`src/sv/radial_farthest_edge_search_core_macros.svh`:
```
// Assertion helpers for the RTL core file; clocked on clk, disabled in reset.
`ifndef RADIAL_FARTHEST_EDGE_SEARCH_CORE_MACROS_SVH
`define RADIAL_FARTHEST_EDGE_SEARCH_CORE_MACROS_SVH

`ifndef SYNTHESIS
`define RFES_ASSERT_IMP(lbl, ante, cons, msg) \
    lbl: assert property (@(posedge clk) disable iff (!rst_n) (ante) |-> (cons)) \
        else $error(msg);
`define RFES_ASSERT_NXT(lbl, ante, cons, msg) \
    lbl: assert property (@(posedge clk) disable iff (!rst_n) (ante) |=> (cons)) \
        else $error(msg);
`else
`define RFES_ASSERT_IMP(lbl, ante, cons, msg)
`define RFES_ASSERT_NXT(lbl, ante, cons, msg)
`endif

`endif

```
`src/sv/rfes_ram.sv`:
```
module rfes_ram #(
    parameter int WIDTH = 1,
    parameter int DEPTH = 16
) (
    input  logic                     clk,
    input  logic                     we,
    input  logic [$clog2(DEPTH)-1:0] waddr,
    input  logic [WIDTH-1:0]         wdata,
    input  logic [$clog2(DEPTH)-1:0] raddr,
    output logic [WIDTH-1:0]         rdata
);

    logic [WIDTH-1:0] mem [0:DEPTH-1];

    always_ff @(posedge clk)
    begin
        if (we)
        begin
            mem[waddr] <= wdata;
        end
        rdata <= mem[raddr];
    end

endmodule

```
`config.mk`:
```
export PLATFORM = sky130hd
export DESIGN_NAME = rfes_ram
export DESIGN_NICKNAME = d
export VERILOG_FILES = /design/src/sv/radial_farthest_edge_search_core_macros.svh /design/src/sv/rfes_ram.sv
export SDC_FILE = /design/constraint.sdc
export NUM_CORES = 1
export LEC_CHECK = 0
export BUFFER_PORTS_ARGS = -buffer_cell sky130_fd_sc_hd__buf_4
export CAP_MARGIN = 0
export CORE_ASPECT_RATIO = 0.9
export CORE_MARGIN = 1
export CORE_UTILIZATION = 30
export DETAILED_ROUTE_END_ITERATION = 8
export PLACE_DENSITY = 0.59
export SETUP_SLACK_MARGIN = 0.15
export SLEW_MARGIN = 20
export SYNTH_ARGS = -nofsm -noshare
export SYNTH_HDL_FRONTEND = slang
export SYNTH_SLANG_ARGS = --single-unit
```
`constraint.sdc`:
```
create_clock -name clk -period 3.5 [get_ports clk]
set_clock_uncertainty 0.2 [all_clocks]
set_input_delay 1.05 -clock clk [delete_from_list [all_inputs] [get_ports clk]]
set_output_delay 1.05 -clock clk [all_outputs]
set_load 0.01 [all_outputs]
```
==> results of run 1 <==
==> per-layer routing <==
layer,vias to the layer above,routed length (um)
li1,217,-
met1,210,573
met2,14,541
met3,0,70
met4,0,0
met5,-,0
==> through the flow <==
| step | std cells | area [um2] | hold slack (ns) | utilization, % |
|---|---|---|---|---|
| after CTS | 89 | 890 | 0.546 | 39.3 |
| after detailed placement | 85 | 862 | 0.524 | 38.1 |
| after global routing | 89 | 890 | 0.598 | 39.3 |
| after global placement | 85 | 862 | 0.507 | 38.1 |
| after floorplan | 47 | 746 | 0.486 | - |
| final | 89 | 890 | 0.535 | 39.3 |
==> registers in the layout, summed over array words and instances (netlist names) <==
register and cells:
mem 16, rdata 1
==> worst min path at each step <==
stage | from | end | slack (ns) | cells after the start
2_1_floorplan | mem[3] | rdata | 0.49 | 3
3_3_place_gp | mem[11] | rdata | 0.51 | 3
3_5_place_dp | mem[11] | rdata | 0.52 | 3
4_1_cts | mem[11] | rdata | 0.55 | 3
5_1_grt | mem[15] | rdata | 0.60 | 3
6_report | mem[11] | rdata | 0.54 | 3
==> synthesized netlist by cell type (all sizes together) <==
cell / count
nand3: 1
nand2: 1
edfxtp: 16
dfxtp: 1
nor3: 4
or3b: 1
nand3b: 2
mux4: 4
mux2i: 3
nor2: 12
nand2b: 2
==> area by class of cell <==
cell class / count / area share [%]
Timing Repair Buffer: 11 / 9.28
Tap cell: 27 / 3.80
Clock inverter: 1 / 0.563
Multi-Input combinational cell: 30 / 27.6
Sequential cell: 17 / 56.3
Clock buffer: 3 / 2.53
==> power groups by stage <==
| stage | Combinational (mW) | Sequential, mW | Clock [mW] |
|---|---|---|---|
| floorplan | 0.0140 | 0.233 | 0 |
| global placement | 0.0350 | 0.233 | 0 |
| detailed placement | 0.0357 | 0.233 | 0 |
| CTS | 0.0357 | 0.228 | 0.107 |
| global route | 0.0383 | 0.229 | 0.117 |
| finish | 0.0349 | 0.228 | 0.104 |
==> worst max-delay path, stage by stage <==
cell and delay (ns):
sky130_fd_sc_hd__buf_4 0.12, sky130_fd_sc_hd__or3b_2 0.50, sky130_fd_sc_hd__nor3_1 0.17
==> kinds of logic after synthesis <==
logic type,count (synthesis)
AND/OR/NAND/NOR,23
flip-flops,17
multiplexers,7
==> layout by cell type (no fill, tap or decap), drive strengths merged <==
cell and count:
edfxtp 16, nor2 12, buf 11, nor3 4
mux4 4, mux2i 3, clkbuf 3, nand3b 2
nand2b 2, nand2 1, nand3 1, or3b 1
clkinv 1, dfxtp 1
==> impl.org, run 1 <==
** Global routing
- Gr ovfl total :: 0
- Via count of the first global-routing pass :: ~420
- Met3 capacity usage during global routing :: between 6 and 7%
- Busiest metal layer after global routing :: met2
- Global-route wire length before repair :: around 1900 um
- Global routing used about a tenth of the available tracks.
- Entering global routing, the biggest net connects 17 pins.
- Number of antenna violations at the first check in global routing :: 0
- For this run, global-route usage on met2 was measured as between 10% and 20%.
- GR met1 Demand/Resource :: approximately 14%

** Layout
- Area used by sequential logic in the layout :: between 500 and 600 um2
- Inserted Diodes :: 0
- Multi-input gate area in the final layout :: 245 um2
- From synthesis to final layout, the design area changed by 19.3%.
- The post-route netlist has around 26% of its cells at a drive strength greater than 1.
- Number of inserted filler cells in the final layout :: between 200 and 250
- Nets :: 74

** Setup path
- Worst Path Max Fanout :: 4
- Arr. time, crit path :: 1.84 ns
- Internal reg-to-reg setup slack :: between 2 and 2.5 ns
- The most critical setup path has its endpoint at mem[0].
- The startpoint identified for the worst register-to-register timing path is mem[4].
- STA classifies the critical path startpoint as an input port.
- End of the worst register-to-register path :: rdata
- Crit path from :: waddr[2]
- STA puts the critical path data required time at 3.31 ns.
- The worst setup path is captured at a flip-flop.
- Critical path type :: in2reg
- FF-to-FF path depth :: 3

** STA
- Across all setup checks in the final design, the least slack found is 1.46 ns.
- Post-route minimum period :: approximately 2.0 ns
- Setup repair after global routing left no endpoint under its margin.
- Final period utilization :: 58.1%
- Measured against its own limit, the worst slew margin works out to 87.2%.
- After routing, the total negative slack on setup checks comes to 0 ns.
- For this run, the top clock speed supported by timing is just under 0.5 GHz.
- For the pin with the worst max-slew slack, the measured transition is about 0.19 ns.
- Max-slew violation count :: 0
- Final-report hold violation count :: 0
- Setup violations remaining at the end of the flow were counted as 0.

** Synthesis
- By area, the combinational part of the netlist is dominated by multiplexers.
- After Yosys synthesis, XOR and XNOR cells account for 0% of the synthesized area.
- Counting every instance in the synthesized netlist gives 47.
- Each instance of the synthesized netlist takes up on average between 15 and 20 um2.
- Synthesis produced a netlist with a net count of a little under 60.
- Compound-gate portion of the synthesized area :: 0%
- Post-Synth Simple-Gate Area :: about 15%
- The netlist uses 11 different library cells.
- For this run, the number of Yosys warnings is 0.
- Synthesis inferred 17 register bits.
- Largest cells by area after synthesis :: sky130_fd_sc_hd__edfxtp_1 64%, sky130_fd_sc_hd__mux4_1 14%, sky130_fd_sc_hd__nor2_1 6.0%
- The portion of synthesized area spent on multiplexers is 18.1%.
- Adder-cell share of the synthesized area :: 0%
- For this run, the register share of the synthesized area comes to 67.1%.
- Area of the mapped netlist :: roughly 750 um2
- The biggest area contributor in the post-synthesis netlist is sky130_fd_sc_hd__edfxtp_1.
- After synthesis, the largest area contributor takes up between 60% and 70% of total cell area.

** Route
- Once detail routing completed, the nets flagged for antenna violations numbered 0.
- Length of the first detailed-routing pass in iterations :: 2
- Vias after detailed routing :: about 440
- The detailed router finished its first iteration with 10 violations.
- The final layout contains routed wiring with a total length of 1190 um.
- Dividing the detail-routed via count by the number of cells gives between 4 and 5.
- DRC Markers :: 0
- Routed WL per cell :: about 13 um

** Floorplanning
- Die X-Extent :: ~55 um
- Std cell rows :: 16
- Area enclosed by the die boundary :: 2690 um2
- Effective utilization at floorplan :: roughly a third
- 12 I/O pins were placed.
- Total core area :: approximately 2300 um2
- In this run the vertical extent of the chip is approximately 50 um.

** Power
- Worst IR drop on VDD :: 217 uV
- In this run the static leakage power is about 0.32 nW.
- Sequential cells burn 62.2% of the power.
- Clock share of power :: ~28%
- Internal power consumption :: 0.288 mW
- Switching power share of the total :: approximately 22%
- Power comes to about 0.37 mW.
- The analysis attributes to net switching a power of ~0.08 mW.
- Dividing total power by cell area gives a power density of 413 nW/um2.
- Combinational share of power :: under 10%

** Worst hold path
- Worst min path class :: reg2reg

** Placed design
- Input and output buffers added on the ports amount to 11.
- Final estimated routing congestion in global placement :: 0.732
- Detailed-placement wirelength estimate :: 873 um
- Post-Place Setup Slack :: 1.13 ns

** Clock tree
- Library cell used as clock root buffer :: sky130_fd_sc_hd__clkbuf_4
- The number of clock buffers added by TritonCTS is 3.
- Register clock-pin slew on the reported worst setup and hold paths :: 0.11 ns
- Clock network latency to the later pin of the worst-skew pair :: 0.29 ns
- Number of levels in the clock H-tree :: 1
- Cts repair resizes :: 0
- CTS tree :: done
- In this run the post-CTS setup repair buffer count came out at 0.
- Clock tree synthesis found a total of 17 sinks.
- Maximum count of clock buffers along a single path :: 2
- Total of hold buffers inserted after clock tree synthesis :: 0

** Status
- The flow ran to the end, and the final reports show no timing, DRC or antenna violations.

** Flow run
- Max-cap violations :: 0
(Power assumes the default switching activity.)
==> inputs of run 2 (changes only) <==
--- a/config.mk
+++ b/config.mk
@@ -11,7 +11,7 @@
 export CORE_MARGIN = 1
 export CORE_UTILIZATION = 30
 export DETAILED_ROUTE_END_ITERATION = 8
-export PLACE_DENSITY = 0.59
+export PLACE_DENSITY = 0.6
 export SETUP_SLACK_MARGIN = 0.15
 export SLEW_MARGIN = 20
 export SYNTH_ARGS = -nofsm -noshare
==> constraint.sdc (replaced) <==
create_clock -name clk -period 1.69 [get_ports clk]
set_clock_uncertainty 0.2 [all_clocks]
set_input_delay 0.507 -clock clk [delete_from_list [all_inputs] [get_ports clk]]
set_output_delay 0.507 -clock clk [all_outputs]
set_load 0.01 [all_outputs]
==> run 2 against run 1 <==
Net effect:
- sequential power grew 110%
- critical path depth shrank 2
- global-route usage grew 0.37 points
- sequential share of layout area shrank 0.16 points
- largest cell class unchanged
- cell count is the same
- critical path type is now reg2out
- largest power group unchanged
- non-clock buffer count is the same
- setup slack lost 1.2 ns
- register-to-register slack lost 1.8 ns
==> impl.org, run 2 (synthesized netlist as in run 1, its figures left out) <==
** Worst hold path
- Min-Delay Endpoint :: rdata
- Worst min path class :: in2reg
- Hold path cells :: 2 (-1)
- In this run the most critical hold path is launched from raddr[2].

** Setup path
- Worst Path Max Fanout :: 1 (-3)
- The critical path buffer and inverter count was 1 (unchanged).
- End of the worst register-to-register path :: rdata
- The kind of cell with the highest combined delay along the critical path is flip-flops.
- The critical path is of the reg2out type.
- The worst setup path is captured at an output pin.
- Traced cell by cell, the critical path runs through buf_4.
- Crit-path max cell delay :: 0.31 ns (-0.19 ns)
- The number of cell instances on the worst register-to-register path came to 3 (unchanged).
- On the critical path, the stage with the largest delay is an instance of sky130_fd_sc_hd__dfxtp_1.
- The data required time of the critical path was 0.98 ns (-2.33 ns).
- Critical Path Start Type :: flip-flop
- The data arrival at the endpoint of the critical path was 0.73 ns (-1.11 ns).
- The reg2reg setup slack was 0.26 ns (-1.81 ns).
- In this run the critical register-to-register path is launched from mem[9].

** Floorplanning
- The number of cell rows is 16 (unchanged).
- The starting utilization of the core area was 33.0% (unchanged).
- The area of the die is 2690 um2 (unchanged).
- Total core area :: 2260 um2 (unchanged)
- The die outline width is 54.6 um (unchanged).
- The total I/O pin count came to 12 (unchanged).
- Die Height :: 49.3 um (unchanged)

** Route
- Routed WL per cell :: 13.4 um (+0.68%)
- The total via count in the routed design was 443 (+0.45%).
- Total length of routed wires :: 1190 um (+0.68%)
- DRC Markers :: 0 (unchanged)
- Via density per instance :: 4.98 (+0.45%)
- Number of nets with antenna violations after routing :: 0 (unchanged)
- Length of the first detailed-routing pass in iterations :: 4 (+2)
- The count of routing violations after the opening detailed-route iteration came to 15 (+5).

** Layout
- The filler cell count in the final layout came to 217 (-1.4%).
- Area overhead of the layout relative to synthesis :: 19.6%
- The flip-flop count of the largest register, all copies and words added was 16 (unchanged).
- Inserted Diodes :: 0 (unchanged)
- Largest registers :: mem: 16 flops, rdata: 1 flops
- Nets :: 74 (unchanged)
- Commonest cells after routing, fill and taps aside :: 16 x sky130_fd_sc_hd__edfxtp_1, 12 x sky130_fd_sc_hd__nor2_1, 11 x sky130_fd_sc_hd__buf_4
- Leaving out fill and tap cells, the most frequent cell in the layout is sky130_fd_sc_hd__edfxtp_1.
- The register with the most flip-flops in the final layout is mem.
- Layout cell share with drive strength beyond 1 :: 27.4% (+1.6 points)

** Placed design
- Final estimated routing congestion in global placement :: 0.736 (+0.56%)
- The post-detailed-placement half-perimeter wirelength was 926 um (+6.0%).
- Port buffer count :: 11 (unchanged)
- The worst setup slack after placement is -0.0439 ns (-1.18 ns).

** STA
- Achievable frequency :: 0.697 GHz
- The worst-margin pin slew was 0.248 ns (+0.0580 ns).
- Dividing the final minimum period by the clock period gives between 80% and 90%.
- Final setup fails :: 0 (unchanged)
- The final-report hold violation count came to 0 (unchanged).
- Max-slew violation count :: 0 (unchanged)
- The routed design could run at a clock period as short as 1.43 ns.
- The final total negative setup slack was 0 ns (unchanged).
- The worst slew margin relative to its limit is 83.4% (-3.9 points).
- The final setup slack of the worst path came to 0.256 ns (-1.21 ns).
- Setup repair after global routing missed its margin :: no

** Power
- Worst IR drop on VDD :: 584 uV (+170%)
- The power consumption was 0.758 mW (+110%).
- The power density relative to cell area came to 850 nW/um2 (+110%).
- The leakage component of the power is 0.311 nW (-1.4%).

** Clock tree
- CTS tree :: done
- TritonCTS Buffers :: 3 (unchanged)
- Maximum count of clock buffers along a single path :: 2 (unchanged)
- Post-CTS Setup Bufs :: 0 (unchanged)
- Clock sink count :: 17 (unchanged)
- The total number of H-tree levels is 1 (unchanged).
- The clock-pin slew on the worst setup and hold paths is 0.09 ns (-0.02 ns).
- The root buffer cell chosen for the clock tree is sky130_fd_sc_hd__clkbuf_4.
- The insertion delay to the later sink of the worst-skew pair was 0.28 ns (about the same).
- The number of buffers inserted for hold repair after clock tree synthesis was 0 (unchanged).
- Cts repair resizes :: 0 (unchanged)

** Global routing
- The total global-route track usage is 10.9% (+0.37 points).
- Number of antenna violations at the first check in global routing :: 0 (unchanged)
- Via count of the first global-routing pass :: 447 (+7.5%)
- Global-route wire length before repair :: 1990 um (+6.3%)
- The maximum number of pins on one net before global-route repair came to 17 (unchanged).
- The total congestion overflow came to 0 (unchanged).

** Status
- The flow ran to the end, and the final reports show no timing, DRC or antenna violations.

** Flow run
- Max-cap violations :: 0 (unchanged)
-- run 2: worst max path at each step --
stage	end	slack [ns]	start	cells past startpoint
after floorplan	rdata	0.15	raddr[0]	3
after global placement	rdata	-0.02	raddr[0]	4
after detailed placement	rdata	-0.04	raddr[0]	4
after CTS	rdata	0.24	mem[9]	3
after global routing	rdata	0.19	mem[1]	3
final	rdata	0.26	rdata	1
-- run 2: power breakdown --
group	total [mW]	switching, mW	leakage (nW)	internal (mW)
Clock	0.213	0.121	0.0150	0.0917
Sequential	0.473	0.00284	0.153	0.471
Combinational	0.0721	0.0337	0.143	0.0384
-- run 2: final cells by class --
| class | count | area, um2 | area share (%) |
|---|---|---|---|
| clock buffers | 4 | 26.3 | 2.95 |
| multi-input cells | 30 | 249 | 27.9 |
| flip-flops and latches | 17 | 500 | 56.1 |
| well taps | 27 | 33.8 | 3.79 |
| repair buffers | 11 | 82.6 | 9.26 |
-- run 2: metal layers --
| metal | vias to the layer above | wire length (um) | track usage [%] |
|---|---|---|---|
| met5 | - | 0 | 0 |
| met4 | 0 | 0 | 1.28 |
| met3 | 0 | 79 | 5.61 |
| met2 | 20 | 591 | 18.1 |
| met1 | 209 | 521 | 12.8 |
| li1 | 214 | - | - |
-- run 2: metrics by stage --
step,hold slack (ns),util (%),cell area (um2),std cells
finish,0.211,39.4,892,89
floorplan,0.406,-,749,47
detailed placement,0.521,38.3,866,85
CTS,0.215,39.4,892,89
global placement,0.504,38.3,866,85
global route,0.216,39.4,892,89
==> inputs of run 3 (changes only) <==
--- a/config.mk
+++ b/config.mk
@@ -11,7 +11,7 @@
 export CORE_MARGIN = 1
 export CORE_UTILIZATION = 30
 export DETAILED_ROUTE_END_ITERATION = 8
-export PLACE_DENSITY = 0.6
+export PLACE_DENSITY = 0.59
 export SETUP_SLACK_MARGIN = 0.15
 export SLEW_MARGIN = 20
 export SYNTH_ARGS = -nofsm -noshare
==> constraint.sdc (replaced) <==
create_clock -name clk -period 1.4 [get_ports clk]
set_clock_uncertainty 0.2 [all_clocks]
set_input_delay 0.42 -clock clk [delete_from_list [all_inputs] [get_ports clk]]
set_output_delay 0.42 -clock clk [all_outputs]
set_load 0.01 [all_outputs]
==> run 3 against run 2 <==
Net effect:
- combinational power rose by 43%
- cell area rose by 4.1%
- via count rose by 0.23%
- largest power group unchanged
==> impl.org, run 3 (synthesized netlist as in run 1, its figures left out) <==
** STA
- Setup repair after global routing missed its margin :: yes
- Achievable frequency :: between 0.7 and 0.8 GHz
- The final max-slew violation count was 0 (unchanged).
- Pin slew with the least headroom to its limit :: 0.321 ns (+0.0737 ns)
- The smallest clock period supported by the final layout is computed as 1.38 ns.
- Final period utilization :: just under 100%
- Hold slack :: 0.121 ns (-0.0896 ns)
- Final-report hold violation count :: 0 (unchanged)
- Final setup fails :: 0 (unchanged)
- The worst slew margin relative to its limit came to 78.4% (-4.9 points).

** Setup path
- The critical path starts at mem[11].
- STA classifies the critical path startpoint as a flip-flop.
- Internal reg-to-reg setup slack :: 0.02 ns (-0.24 ns)
- The data required time of the critical path came to 1.38 ns (+0.40 ns).
- The highest cell delay on the worst timing path came to 0.48 ns (+0.17 ns).
- The number of cell instances on the worst register-to-register path came to 3 (unchanged).
- The worst setup path is captured at a flip-flop.
- Walking the worst path, the cells encountered are mux4_2, mux2i_1, mux2i_1.
- Cell at the slowest stage of the critical path :: sky130_fd_sc_hd__mux4_2
- The worst register-to-register path begins at mem[11].
- The data arrival at the endpoint of the critical path came to 1.36 ns (+0.63 ns).
- Following the worst setup path forward leads to its endpoint at rdata.
- Critical path type :: reg2reg
- Worst Path Max Fanout :: 1 (unchanged)
- The endpoint identified for the worst register-to-register timing path is rdata.
- Critical Path Most Common Cell :: sky130_fd_sc_hd__mux2i_1

** Placed design
- The post-detailed-placement half-perimeter wirelength came to 964 um (+4.1%).
- Final estimated routing congestion in global placement :: 0.773 (+5.1%)
- The post-placement cell area came to 877 um2 (+1.3%).
- Port buffer count :: 11 (unchanged)
- Post-placement cell count :: 88 (+3.5%)

** Clock tree
- The post-CTS setup buffer count was 0 (unchanged).
- Number of levels in the clock H-tree :: 1 (unchanged)
- Library cell used as clock root buffer :: sky130_fd_sc_hd__clkbuf_4
- Clock network latency to the later pin of the worst-skew pair :: 0.28 ns (about the same)
- CTS tree :: done
- The number of clock sinks is 17 (unchanged).
- The clock-pin slew on the worst setup and hold paths came to 0.09 ns (about the same).
- The number of buffers created by CTS is 3 (unchanged).
- Maximum count of clock buffers along a single path :: 2 (unchanged)

** Layout
- Leaving out fill and tap cells, the most frequent cell in the layout is sky130_fd_sc_hd__edfxtp_1.
- The layout net count was 77 (+4.1%).
- The total non-filler cell area in the finished layout came to 928 um2 (+4.1%).
- Largest register by flop count :: mem
- The number of diodes added for antenna fixing is 0 (unchanged).
- The share of cells above drive strength 1 came to 40.0% (+13 points).
- Largest registers :: mem: 16 flops, rdata: 1 flops
- Post-route insts no fill :: 92 (+3.4%)
- Flip-flop count of the largest register after layout :: 16 (unchanged)
- Relative to the synthesized area, the layout overhead comes to 24.5%.
- In the layout the commonest cells are 16 x sky130_fd_sc_hd__edfxtp_1, 11 x sky130_fd_sc_hd__buf_4, 9 x sky130_fd_sc_hd__nor2_1, 4 x sky130_fd_sc_hd__mux4_2.

** Status
- The run finished with clean final reports.

** Floorplanning
- Std cell rows :: 16 (unchanged)
- The total I/O pin count came to 12 (unchanged).
- The die outline width was 54.6 um (unchanged).
- The die extent in y is 49.3 um (unchanged).
- The area of the die was 2690 um2 (unchanged).
- Total core area :: 2260 um2 (unchanged)
- Effective utilization at floorplan :: 33.0% (unchanged)

** Global routing
- Via count of the first global-routing pass :: 451 (+0.89%)
- Busiest metal layer after global routing :: met1
- The maximum number of pins on one net before global-route repair is 17 (unchanged).
- The total global-route track usage was 11.3% (+0.36 points).
- Met3 capacity usage during global routing :: 5.61% (unchanged)
- Met2 track utilization from global routing :: 15.7% (-2.4 points)
- Number of antenna violations at the first check in global routing :: 0 (unchanged)
- Global-route wire length before repair :: 2050 um (+3.1%)
- Gr ovfl total :: 0 (unchanged)
- The routing usage on met1 is 16.3% (+3.6 points).

** Worst hold path
- The path class of the tightest hold or removal check is in2reg.

** Power
- Leakage component of the power :: 0.318 nW (+2.4%)
- Power density over the cells :: 1000 nW/um2 (+18%)
- The power consumption was 0.929 mW (+23%).
- The largest voltage drop on the vdd net is 632 uV (+8.2%).

** Flow run
- The number of max-cap violations is 0 (unchanged).

** Route
- Total length of routed wires :: 1220 um (+2.0%)
- The total via count in the routed design was 444 (+0.23%).
- The routed wirelength normalized by instance count came to 13.2 um (-1.3%).
- The post-route DRC violation count is 0 (unchanged).
- The count of routing violations after the opening detailed-route iteration was 13 (-2).
- Via density per instance :: 4.83 (-3.0%)
- The length of the first detailed-routing pass in iterations is 4 (unchanged).
- Number of nets with antenna violations after routing :: 0 (unchanged)
==> run 3: changes by cell type in the layout (fill, tap and decap cells not counted), sizes merged <==
| cell | delta |
|---|---|
| buf | +3 |
==> run 3: metrics by stage <==
| stage | worst slack (ns) | utilization (%) | setup TNS [ns] |
|---|---|---|---|
| after CTS | -0.00111 | 40.7 | -0.00111 |
| after floorplan | -0.0273 | - | -0.0623 |
| after detailed placement | -0.200 | 38.8 | -1.46 |
| after global routing | -0.0671 | 41.0 | -0.0671 |
| after global placement | -0.202 | 38.8 | -1.40 |
| final | 0.0153 | 41.0 | 0 |
==> run 3: cell type report <==
class / instances / area [um2]
multi-input cells: 30 / 251
fillers: 214 / 1330
well taps: 27 / 33.8
clock buffers: 4 / 26.3
repair buffers: 14 / 116
flip-flops and latches: 17 / 500
==> run 3: how the worst min path moves through the flow <==
stage,start,end,cells past startpoint
after floorplan,wdata,mem[0],0
after global placement,raddr[2],rdata,2
after detailed placement,raddr[2],rdata,2
after CTS,raddr[2],rdata,2
after global routing,raddr[2],rdata,2
final,raddr[2],rdata,2
==> run 3: report_power, final <==
group | switching (mW) | internal [mW]
clock | 0.144 | 0.111
combinational | 0.0465 | 0.0566
sequential | 0.00364 | 0.568
total | 0.194 | 0.735
==> run 3: what timing repair did <==
item | in CTS | in global routing
hold buffers | 0 | 0
resized for setup | 4 | 3
setup endpoints to repair | 3 | 6
pin swaps | 0 | 1
==> run 3: worst max-delay path, delay by kind of cell (launching register included) <==
family / cells / cell delay (ns)
mux: 3 / 0.70
flops: 1 / 0.39
==> run 3: routing by layer <==
layer  part of all wire (%)  routed length (um)
met5                      0                   0
met4                      0                   0
met3                    5.6                  68
met2                     46                 561
met1                     48                 587
